<file path="src/rtl/fba_pkg.sv">
// Package for the frame bitmap allocator: sizes, request codes, transfer types.
// Used by every module of the block; depends on nothing else.
`timescale 1ns / 1ps

package fba_pkg;

  localparam int MAX_FRAMES   = 32768;
  localparam int WORD_BITS    = 32;
  localparam int MAP_WORDS    = (MAX_FRAMES + WORD_BITS - 1) / WORD_BITS;
  localparam int WADDR_W      = $clog2(MAP_WORDS);
  localparam int BIT_W        = $clog2(WORD_BITS);
  localparam int FRAME_W      = WADDR_W + BIT_W;
  localparam int FRAME_SHIFT  = 12;
  localparam int ADDR_W       = 32;
  localparam int ADDR_FRAME_W = ADDR_W - FRAME_SHIFT;
  localparam int LIM_W        = 16;
  localparam int LIMW_W       = WADDR_W + 1;

  localparam logic [ADDR_W-1:0] ENTRY_FLAGS = 32'h3;
  localparam logic [LIM_W-1:0]  FRAME_COUNT_RST = 16'd32768;

  localparam logic [1:0] FUNC_ALLOC   = 2'd0;
  localparam logic [1:0] FUNC_MARK    = 2'd1;
  localparam logic [1:0] FUNC_RELEASE = 2'd2;
  localparam logic [1:0] FUNC_TEST    = 2'd3;

  typedef struct packed {
    logic [1:0]        func;
    logic [ADDR_W-1:0] byte_address;
    logic [ADDR_W-1:0] entry_in;
  } in_t;

  typedef struct packed {
    logic [ADDR_W-1:0] entry_out;
    logic              is_used;
    logic              no_frame;
    logic              bad_address;
  } out_t;

  // Status from the shared word unit
  typedef struct packed {
    logic             bit_val;
    logic             any_free;
    logic [BIT_W-1:0] free_bit;
  } wu_stat_t;

endpackage

</file>
<file path="src/rtl/fba_word_unit.sv">
// Shared bitmap word unit: bit test, set, clear and lowest-free-bit search.
// Depends on fba_pkg for widths and the status struct.
`timescale 1ns / 1ps

module fba_word_unit (
  input  logic [fba_pkg::WORD_BITS-1:0] word,
  input  logic [fba_pkg::BIT_W-1:0]     bit_sel,
  output logic [fba_pkg::WORD_BITS-1:0] set_word,
  output logic [fba_pkg::WORD_BITS-1:0] clr_word,
  output logic [fba_pkg::WORD_BITS-1:0] fill_word,
  output fba_pkg::wu_stat_t             stat
);
  import fba_pkg::*;

  logic [WORD_BITS-1:0] sel_mask;
  logic [WORD_BITS-1:0] inv;
  logic [WORD_BITS-1:0] low_free;
  logic [BIT_W-1:0]     enc;

  assign sel_mask = {{(WORD_BITS-1){1'b0}}, 1'b1} << bit_sel;
  assign inv      = ~word;
  // isolate the lowest clear bit of the word
  assign low_free = inv & (~inv + {{(WORD_BITS-1){1'b0}}, 1'b1});

  always_comb begin
    enc = '0;
    for (int i = 0; i < WORD_BITS; i++) begin
      if (low_free[i]) begin
        enc = enc | BIT_W'(i);
      end
    end
  end

  assign set_word      = word | sel_mask;
  assign clr_word      = word & ~sel_mask;
  assign fill_word     = word | low_free;
  assign stat.bit_val  = |(word & sel_mask);
  assign stat.any_free = |inv;
  assign stat.free_bit = enc;

endmodule

</file>
<file path="config.mk">
export PLATFORM = sky130hd
export DESIGN_NAME = fba_word_unit
export DESIGN_NICKNAME = d
export VERILOG_FILES = /design/src/rtl/fba_pkg.sv /design/src/rtl/fba_word_unit.sv
export SDC_FILE = /design/constraint.sdc
export NUM_CORES = 1
export LEC_CHECK = 0
export BUFFER_PORTS_ARGS = -buffer_cell sky130_fd_sc_hd__buf_2
export CAP_MARGIN = 40
export CORE_MARGIN = 3
export CORE_UTILIZATION = 48
export DETAILED_ROUTE_END_ITERATION = 6
export GPL_TIMING_DRIVEN = 0
export PLACE_DENSITY = 0.94
export SYNTH_ARGS = -nofsm -noshare
export SYNTH_HDL_FRONTEND = slang
export SYNTH_SLANG_ARGS = --single-unit
</file>
<file path="constraint.sdc">
create_clock -name vclk -period 4.2
set_clock_uncertainty 0.1 [all_clocks]
set_input_delay 0.42 -clock vclk [all_inputs]
set_output_delay 0.42 -clock vclk [all_outputs]
set_load 0.005 [all_outputs]
</file>
==> impl_results.md, run 1 <==
- Total wire length: 9327 um
- Critical Path Start Type: primary input
- Pin count of the biggest net entering global routing: 11
- Clk pwr share: 0%
- Critical Path RT: between 3 and 4 ns
- Worst-Margin Slew: 0.9378 ns
- Final Cycle Share: 67.31%
- Syn Nets: 390
- Worst hold path type: in2out
- Area grow syn2layout: 33.27%
- FP Rows: 23
- Layout clock buffers: 0
- Number of global-route vias before repair: ~3,000
- Max-slew headroom: 37.34%
- Flop pwr share: 0%
- Final Cell Area: 2736 um2
- # DRC: 0
- Critical Path Fanout Max: 10
- Sw Share: 58.77%
- I/O pins: 140
- Post-CTS Hold Buffers: 0
- Final hold vios: 0
- Initial core utilization: 50.60%
- Die ar.: 5098 um2
- Router iterations before antenna repair: 6
- CP Class: in2out
- Ratio of cells with drive above 1 in the final layout: about a third
- Syn. warnings: 0
- Syn avg cell area: 5.816 um2
- Synth unique cells: 59
- Fmax: 0.3537 GHz
- Pwr dens: 88.48 nW/um2
- Num sequential: 0
- Nets@finish: around 520
- RSZ-0062 raised after global routing: no
- Worst setup EP type: primary output
- Initial antenna violation count: 0
- Via count: around 3,300
- Routed len/inst: around 18 um
- Status: finished clean
- Logic gate share of total power: 100.0%
- CTS resizes: 0
- Global-route wire length before repair: roughly 15,000 um
- NetSw: 142.3 uW
- Post-CTS Setup Inserts: 0
- Post-DP Area: about 2700 um2
- Cell-internal power: 99.83 uW
- Die Span Y: 71.40 um
- GRT Total Usage: 34.32%
- Maxcap violations: 0
- Post-Syn Instances: roughly 350
- Leak: 0.001268 uW
- Max Slew Vio Count: 0
- Finish-stage setup viols: 0
- PortBufs: around 120
- Dpl ws: 1.461 ns
- Crit path time final: 2.827 ns
- Final WS setup: between 1 and 1.5 ns
- Routed Antenna Nets: 0
- Sequential area share after synthesis: 0%
- Total negative slack: 0 ns
- Synthesized area: 2053 um2
- GRT overflow: 0
- GPL Wtd Cong: 0.9576
- Sequential cell area: 0 um2
- Max VDD drop: 0.00005833 V
- Diodes inserted: 0
- Drt initial violations: 391
- Final hold slack: 1.085 ns
- CP arrival: about 2.3 ns
- Vias per cell: 6.285
- Hpwl dp: 7292 um
- Fin util: 67.44%
- Core Area: just over 4000 um2
- Hold path cells: 3
- Die X: 71.40 um
per-layer routing:
metal,GRT usage [%],wire (um),up-vias
li1,-,-,1525
met1,46.46,3737,1466
met2,57.24,4221,285
met3,2.665,1064,36
met4,11.48,303,0
met5,0,0,-
metrics by stage:
step           power, uW  std cells
6_report           242.1        527
5_1_grt            261.3        527
4_1_cts            237.5        527
3_5_place_dp       236.1        527
3_3_place_gp       233.0        526
2_1_floorplan      131.5        353
Yosys cell counts (all sizes together) (13+ instances only):
master | instances | area [um2]
nand2 | 47 | 176.4
nor2 | 25 | 93.84
clkbuf | 22 | 85.08
nand2b | 22 | 137.6
nand3 | 21 | 115.1
nand4 | 18 | 127.6
o21ai | 18 | 90.08
a21oi | 16 | 80.08
nor2b | 16 | 100.1
or2 | 16 | 100.1
and2 | 15 | 93.84
buf | 13 | 71.32
power groups by stage:
stage | combinational [uW] | clock (uW) | sequential [uW]
finish | 242 | 0 | 0
global route | 261 | 0 | 0
CTS | 237 | 0 | 0
detailed placement | 236 | 0 | 0
global placement | 233 | 0 | 0
floorplan | 131 | 0 | 0
path summary, 6_finish.rpt:
kind	start	to	slack [ns]
worst max-delay path	word[8]	stat[4]	1.37
worst min-delay path	word[31]	fill_word[31]	1.08
critical path, stage by stage:
cell	delay, ns
buf_2	0.09
clkbuf_1	0.34
nand2_1	0.11
nor3_2	0.48
inv_1	0.11
nor4_1	0.42
a311oi_1	0.11
nand3_1	0.11
buf_2	0.11
cell families (layout without fill, tap and decap cells):
family / count (synthesis) / in the layout / share of synthesized area [%]
buffers and inverters: 44 / 168 / 9.263
AOI/OAI and AO/OA: 80 / 80 / 25.78
and+or+nand+nor: 225 / 225 / 63.25
muxes: 3 / 3 / 1.523
other: 1 / 1 / 0.1826
cell type report:
cell class                 count  area [um2]
buffer                        35       156.4
fill                         398        1321
inverter                       9       33.78
multi-input combinational    309        1863
tap                           50       62.56
timing repair buffer         124       620.6
cells in the final DEF, fill, tap and decap left out, types with 4 or more instances in the layout:
cell and count:
a21oi_1 16, nand3_1 19, nand2_1 47, o21bai_1 6, a31oi_1 5, o31ai_1 4, clkbuf_1 20, inv_1 9
nand4_1 17, o21ai_0 17, a22oi_1 4, nor4_1 8, nor2_1 25, nand2b_1 22, nand3b_1 6, and2_1 15
buf_2 133, nor3_1 9, or2_2 16, and4_1 5, a21o_1 5, nor2b_1 16
Note: power is estimated with default switching activity, not from simulation.
==> run 2: changes to the inputs <==
--- a/config.mk
+++ b/config.mk
@@ -5,13 +5,14 @@
 export SDC_FILE = /design/constraint.sdc
 export NUM_CORES = 1
 export LEC_CHECK = 0
+export ABC_AREA = 1
 export BUFFER_PORTS_ARGS = -buffer_cell sky130_fd_sc_hd__buf_2
 export CAP_MARGIN = 40
 export CORE_MARGIN = 3
-export CORE_UTILIZATION = 48
+export CORE_UTILIZATION = 45
 export DETAILED_ROUTE_END_ITERATION = 6
 export GPL_TIMING_DRIVEN = 0
-export PLACE_DENSITY = 0.94
+export PLACE_DENSITY = 0.88
 export SYNTH_ARGS = -nofsm -noshare
 export SYNTH_HDL_FRONTEND = slang
 export SYNTH_SLANG_ARGS = --single-unit
==> constraint.sdc (replaced) <==
create_clock -name vclk -period 2.68
set_clock_uncertainty 0.1 [all_clocks]
set_input_delay 0.268 -clock vclk [all_inputs]
set_output_delay 0.268 -clock vclk [all_outputs]
set_load 0.005 [all_outputs]
==> run 2 against run 1 <==
- power increased by 39%
- cell area rose by 5.5%
- wire length up 0.78%
- global-route usage fell by 1.6 points
- die area rose by 10%
- flip-flop and latch count did not move
- setup slack worse by 0.77 ns
- area after synthesis rose by 4.0%
- largest cell class unchanged
- largest power group unchanged
==> impl_results.md, run 2 <==
- CP arrival: 1.71 ns
- GPL Wtd Cong: 1.048
- CTS resizes: 0
- Initial core utilization: 47.73%
- GRT Total Usage: 32.68%
- Leak: 0.001891 uW
- I/O pins: 140
- Syn Nets: slightly above 500
- Nets@finish: approximately 650
- Hpwl dp: 8145 um
- # DRC: 0
- RSZ-0062 raised after global routing: no
- Core Area: 4474 um2
- Commonest cells after routing, fill and taps aside: 155 x nand2_1, 140 x buf_2, 94 x inv_1
- Layout clock buffers: 0
- PortBufs: 137
- Top post-synthesis cells by count: 155 x nand2_1, 94 x inv_1, 85 x nor2_1
- Worst setup EP type: primary output
- Syn avg cell area: 4.478 um2
- Top-count cell post-synth: nand2_1
- Yosys top cell area share: 27.24%
- Maxcap violations: 0
- Status: finished clean
- Post-CTS Hold Buffers: 0
- FP Rows: 24
- Die ar.: approximately 5600 um2
- Global-route wire length before repair: 14,230 um
- Num sequential: 0
- Die Span Y: 74.89 um
- Sequential area share after synthesis: 0%
- Final hold vios: 0
- Initial antenna violation count: 0
- Via count: 3,498
- Ratio of cells with drive above 1 in the final layout: 28.34%
- Max Slew Vio Count: 0
- Final Cycle Share: 77.64%
- Routed len/inst: 14.11 um
- Die X: 74.89 um
- Fmax: 0.4806 GHz
- CP Class: in2out
- Critical Path Fanout Max: 6
- Max VDD drop: 0.00009205 V
- Worst hold path type: in2out
- Vias per cell: 5.252
- Post-CTS Setup Inserts: 0
- Syn. warnings: 0
- Sequential cell area: 0 um2
- Fill count: 487
- Multi-input combinational cell area: around 1700 um2
- Worst-Margin Slew: 0.4955 ns
- Total wire length: around 9400 um
- Diodes inserted: 0
- Yosys top cell by area: nand2_1
- Critical Path RT: 2.31 ns
- Commonest non-fill, non-tap cell in the layout: nand2_1
- Finish-stage setup viols: 0
- Synthesized area: 2136 um2
- Pwr dens: 116.8 nW/um2
- Area grow syn2layout: 35.15%
- GRT overflow: 0
- Critical Path Start Type: primary input
- Router iterations before antenna repair: 5
- Routed Antenna Nets: 0
- Top post-synthesis cells by area: nand2_1 27%, inv_1 17%, nor2_1 15%
- Crit path time final: 2.081 ns
- Max-slew headroom: 66.71%
- Total negative slack: 0 ns
- Pin count of the biggest net entering global routing: 11
- Post-DP Area: between 2000 and 3000 um2
- Number of global-route vias before repair: 2,967
- Final Cell Area: 2887 um2
- Synth unique cells: 32
- Post-Syn Instances: 477
- Drt initial violations: 289
==> run 2: path summary, 6_finish.rpt <==
path / startpoint / to / slack, ns / cells past startpoint
worst max-delay path: word[24] / stat[3] / 0.60 / 10
worst min-delay path: word[26] / clr_word[26] / 0.72 / 4
==> run 2: logic make-up (layout without fill, tap and decap cells) <==
group                  count (synthesis)  in the layout  synth area share [%]
other                                  1              1                0.1756
AOI/OAI and AO/OA                     40             40                 10.31
buffers and inverters                104            241                 18.80
and+or+nand+nor                      332            332                 70.71
==> run 2: final cells by class <==
| cell class | count | share of cell area (%) |
|---|---|---|
| Timing Repair Buffer | 137 | 23.75 |
| Inverter | 96 | 12.48 |
| Tap cell | 52 | 2.254 |
| Multi-Input combinational cell | 373 | 60.08 |
| Buffer | 8 | 1.430 |
==> run 2: stage by stage <==
| step | total power, uW | hold slack (ns) | setup WS (ns) | util (%) | instances |
|---|---|---|---|---|---|
| 6_report | 337.2 | 0.7178 | 0.5992 | 64.51 | 666 |
| 5_1_grt | 376.3 | 0.7416 | 0.4666 | 64.51 | 666 |
| 4_1_cts | 333.9 | 0.7164 | 0.6201 | 64.51 | 666 |
| 3_5_place_dp | 332.4 | 0.7163 | 0.6252 | 64.51 | 666 |
| 3_3_place_gp | 328.9 | 0.7122 | 0.6189 | 64.51 | 666 |
| 2_1_floorplan | 160.7 | 0.5113 | 1.064 | - | 477 |
==> run 2: layer usage <==
metal  global-route usage, %  vias up  part of all wire (%)
met2                   57.25      213                    45
met5                       0        -                     0
li1                        -     1743                     -
met4                   4.545        0                   2.0
met1                   44.92     1523                    43
met3                   1.869       19                   9.6
==> run 2: critical path, cell delays in order <==
cell	delay, ns
buf_2	0.15
inv_1	0.14
nor3_1	0.37
nand3b_1	0.17
nor2_2	0.15
nand2_2	0.08
o21ai_0	0.09
nor2_1	0.06
nand3_1	0.09
buf_2	0.12
==> run 2: report_power, final <==
group	switching, uW	total [uW]	internal (uW)
Clock	0	0	0
Combinational	211	337	126
Sequential	0	0	0
==> run 3: changes to the inputs <==
==> constraint.sdc (replaced) <==
create_clock -name vclk -period 2
set_clock_uncertainty 0.1 [all_clocks]
set_input_delay 0.2 -clock vclk [all_inputs]
set_output_delay 0.2 -clock vclk [all_outputs]
set_load 0.005 [all_outputs]
==> run 3 against run 2 <==
- worst hold slack worse by 0.14 ns
- die area stayed put
- clock-buffer cell count stayed put
- wire length is 0.90% higher
- critical path depth stayed put
- cell area is 1.0% higher
- flip-flop and latch count stayed put
- power is 36% higher
- non-clock buffer count stayed put
- cell count stayed put
- combinational power is 36% higher
- setup slack worse by 0.54 ns
- critical endpoint is now stat[0]
- largest power group unchanged
- highest routed layer unchanged
==> impl_results.md, run 3 (synthesized netlist as in run 2, its figures left out) <==
- Pin count of the biggest net entering global routing: 11
- Max VDD drop: 0.0001232 V
- Worst path slowest cell: nor3b_1
- Routed Antenna Nets: 0
- Worst hold path type: in2out
- NetSw: around 290 uW
- Clk pwr share: 0%
- Hpwl dp: 8145 um
- Core Area: 4474 um2
- Area grow syn2layout: 36.56%
- Commonest non-fill, non-tap cell in the layout: nand2_1
- Worst path cell trace: buf_2 > nand2_1 > nor2_8 > nand2_4 > nor3b_1 > nand3_1 > nand2_1 > nor2_1 > nand3_1 > buf_2
- Pwr dens: 157.0 nW/um2
- Number of global-route vias before repair: 2,967
- Finish-stage setup viols: 0
- Die ar.: 5609 um2
- Cell-internal power: 170.1 uW
- # DRC: 0
- Max Slew Vio Count: 0
- Routed len/inst: ~14 um
- Final Cycle Share: 97.03%
- Router iterations before antenna repair: 7
- CP Class: in2out
- Critical Path RT: 1.70 ns
- Via count: 3,503
- Layout clock buffers: 0
- Flop pwr share: 0%
- Sequential cell area: 0 um2
- Maxcap violations: 0
- Ratio of cells with drive above 1 in the final layout: between 20% and 30%
- Vias per cell: between 5 and 6
- Global-route wire length before repair: around 14,000 um
- FP Rows: 24
- GRT overflow: 0
- Critical path's top delay family: simple AND/OR/NAND/NOR gates
- Max incr delay on CP: 0.38 ns
- Critical path launch point: word[3]
- Drt initial violations: 358
- Status: finished clean
- Final hold vios: 0
- Sw Share: 62.85%
- Die X: 74.89 um
- Multi-input combinational cell area: 1758 um2
- Total wire length: 9485 um
- Critical Path Fanout Max: 5
- GRT Total Usage: around 33%
- WP depth: 10
- Logic gate share of total power: 100.0%
- I/O pins: 140
- GPL Wtd Cong: between 1 and 1.5
- Leak: between 0.0015 and 0.002 uW
- Fmax: 0.5153 GHz
- Diodes inserted: 0
- Die Span Y: 74.89 um
- Critical Path Sink: stat[0]
- Critical Path Start Type: primary input
- RSZ-0062 raised after global routing: yes
- PortBufs: 137
- Crit path time final: between 1.5 and 2 ns
- Num sequential: 0
- Total negative slack: 0 ns
- Nets@finish: 653
- Initial core utilization: 47.73%
- Commonest cells after routing, fill and taps aside: 155 x nand2_1, 140 x buf_2, 94 x inv_1
- Fill count: 482
- Hold Startpoint: word[26]
- Total power: approximately 460 uW
- Worst path bufs/invs: 2
- Worst setup EP type: primary output
- CP arrival: 1.64 ns
- Initial antenna violation count: 0
==> run 3: changes by cell type in the layout (fill, tap and decap cells not counted), sizes merged <==
cell / before / now
clkinv: 1 / 0
clkinvlp: 0 / 1
==> run 3: area by class of cell <==
cell class	instances	share of cell area (%)
well taps	52	2.231
inverters	96	12.48
multi-input cells	373	60.27
plain buffers	8	1.502
repair buffers	137	23.51
==> run 3: worst min path at each step <==
stage          cells past startpoint            to  slack (ns)
6_report                           4  clr_word[26]        0.58
5_1_grt                            4  clr_word[26]        0.61
4_1_cts                            4  clr_word[26]        0.58
3_5_place_dp                       4  clr_word[26]        0.58
3_3_place_gp                       4   clr_word[2]        0.58
2_1_floorplan                      1       stat[5]        0.38
==> run 3: per-layer routing <==
| layer | wire (um) | vias to the layer above | global-route usage, % |
|---|---|---|---|
| li1 | - | 1742 | - |
| met1 | 4132 | 1543 | 44.92 |
| met2 | 4368 | 202 | 57.25 |
| met3 | 841 | 16 | 1.869 |
| met4 | 143 | 0 | 4.545 |
| met5 | 0 | - | 0 |
==> run 3: per-stage QoR <==
| stage | std cells | hold slack, ns | utilization [%] | instance area [um2] | setup WS [ns] |
|---|---|---|---|---|---|
| floorplan | 477 | 0.3753 | - | 2136 | 0.5200 |
| finish | 666 | 0.5820 | 65.18 | 2917 | 0.05932 |
| global route | 666 | 0.6056 | 65.18 | 2917 | -0.04276 |
| global placement | 666 | 0.5762 | 64.51 | 2887 | 0.07494 |
| detailed placement | 666 | 0.5803 | 64.51 | 2887 | 0.08124 |
| CTS | 666 | 0.5804 | 64.51 | 2887 | 0.07607 |
==> run 3: power groups by stage <==
stage               logic, uW  clock network, uW  registers, uW
floorplan                 215                  0              0
CTS                       447                  0              0
global route              510                  0              0
global placement          441                  0              0
finish                    458                  0              0
detailed placement        445                  0              0
==> run 3: what timing repair did <==
item	CTS	global route
buffers inserted	0	0
hold buffers	0	0
endpoints found under the setup margin	0	6
resized for setup	0	11
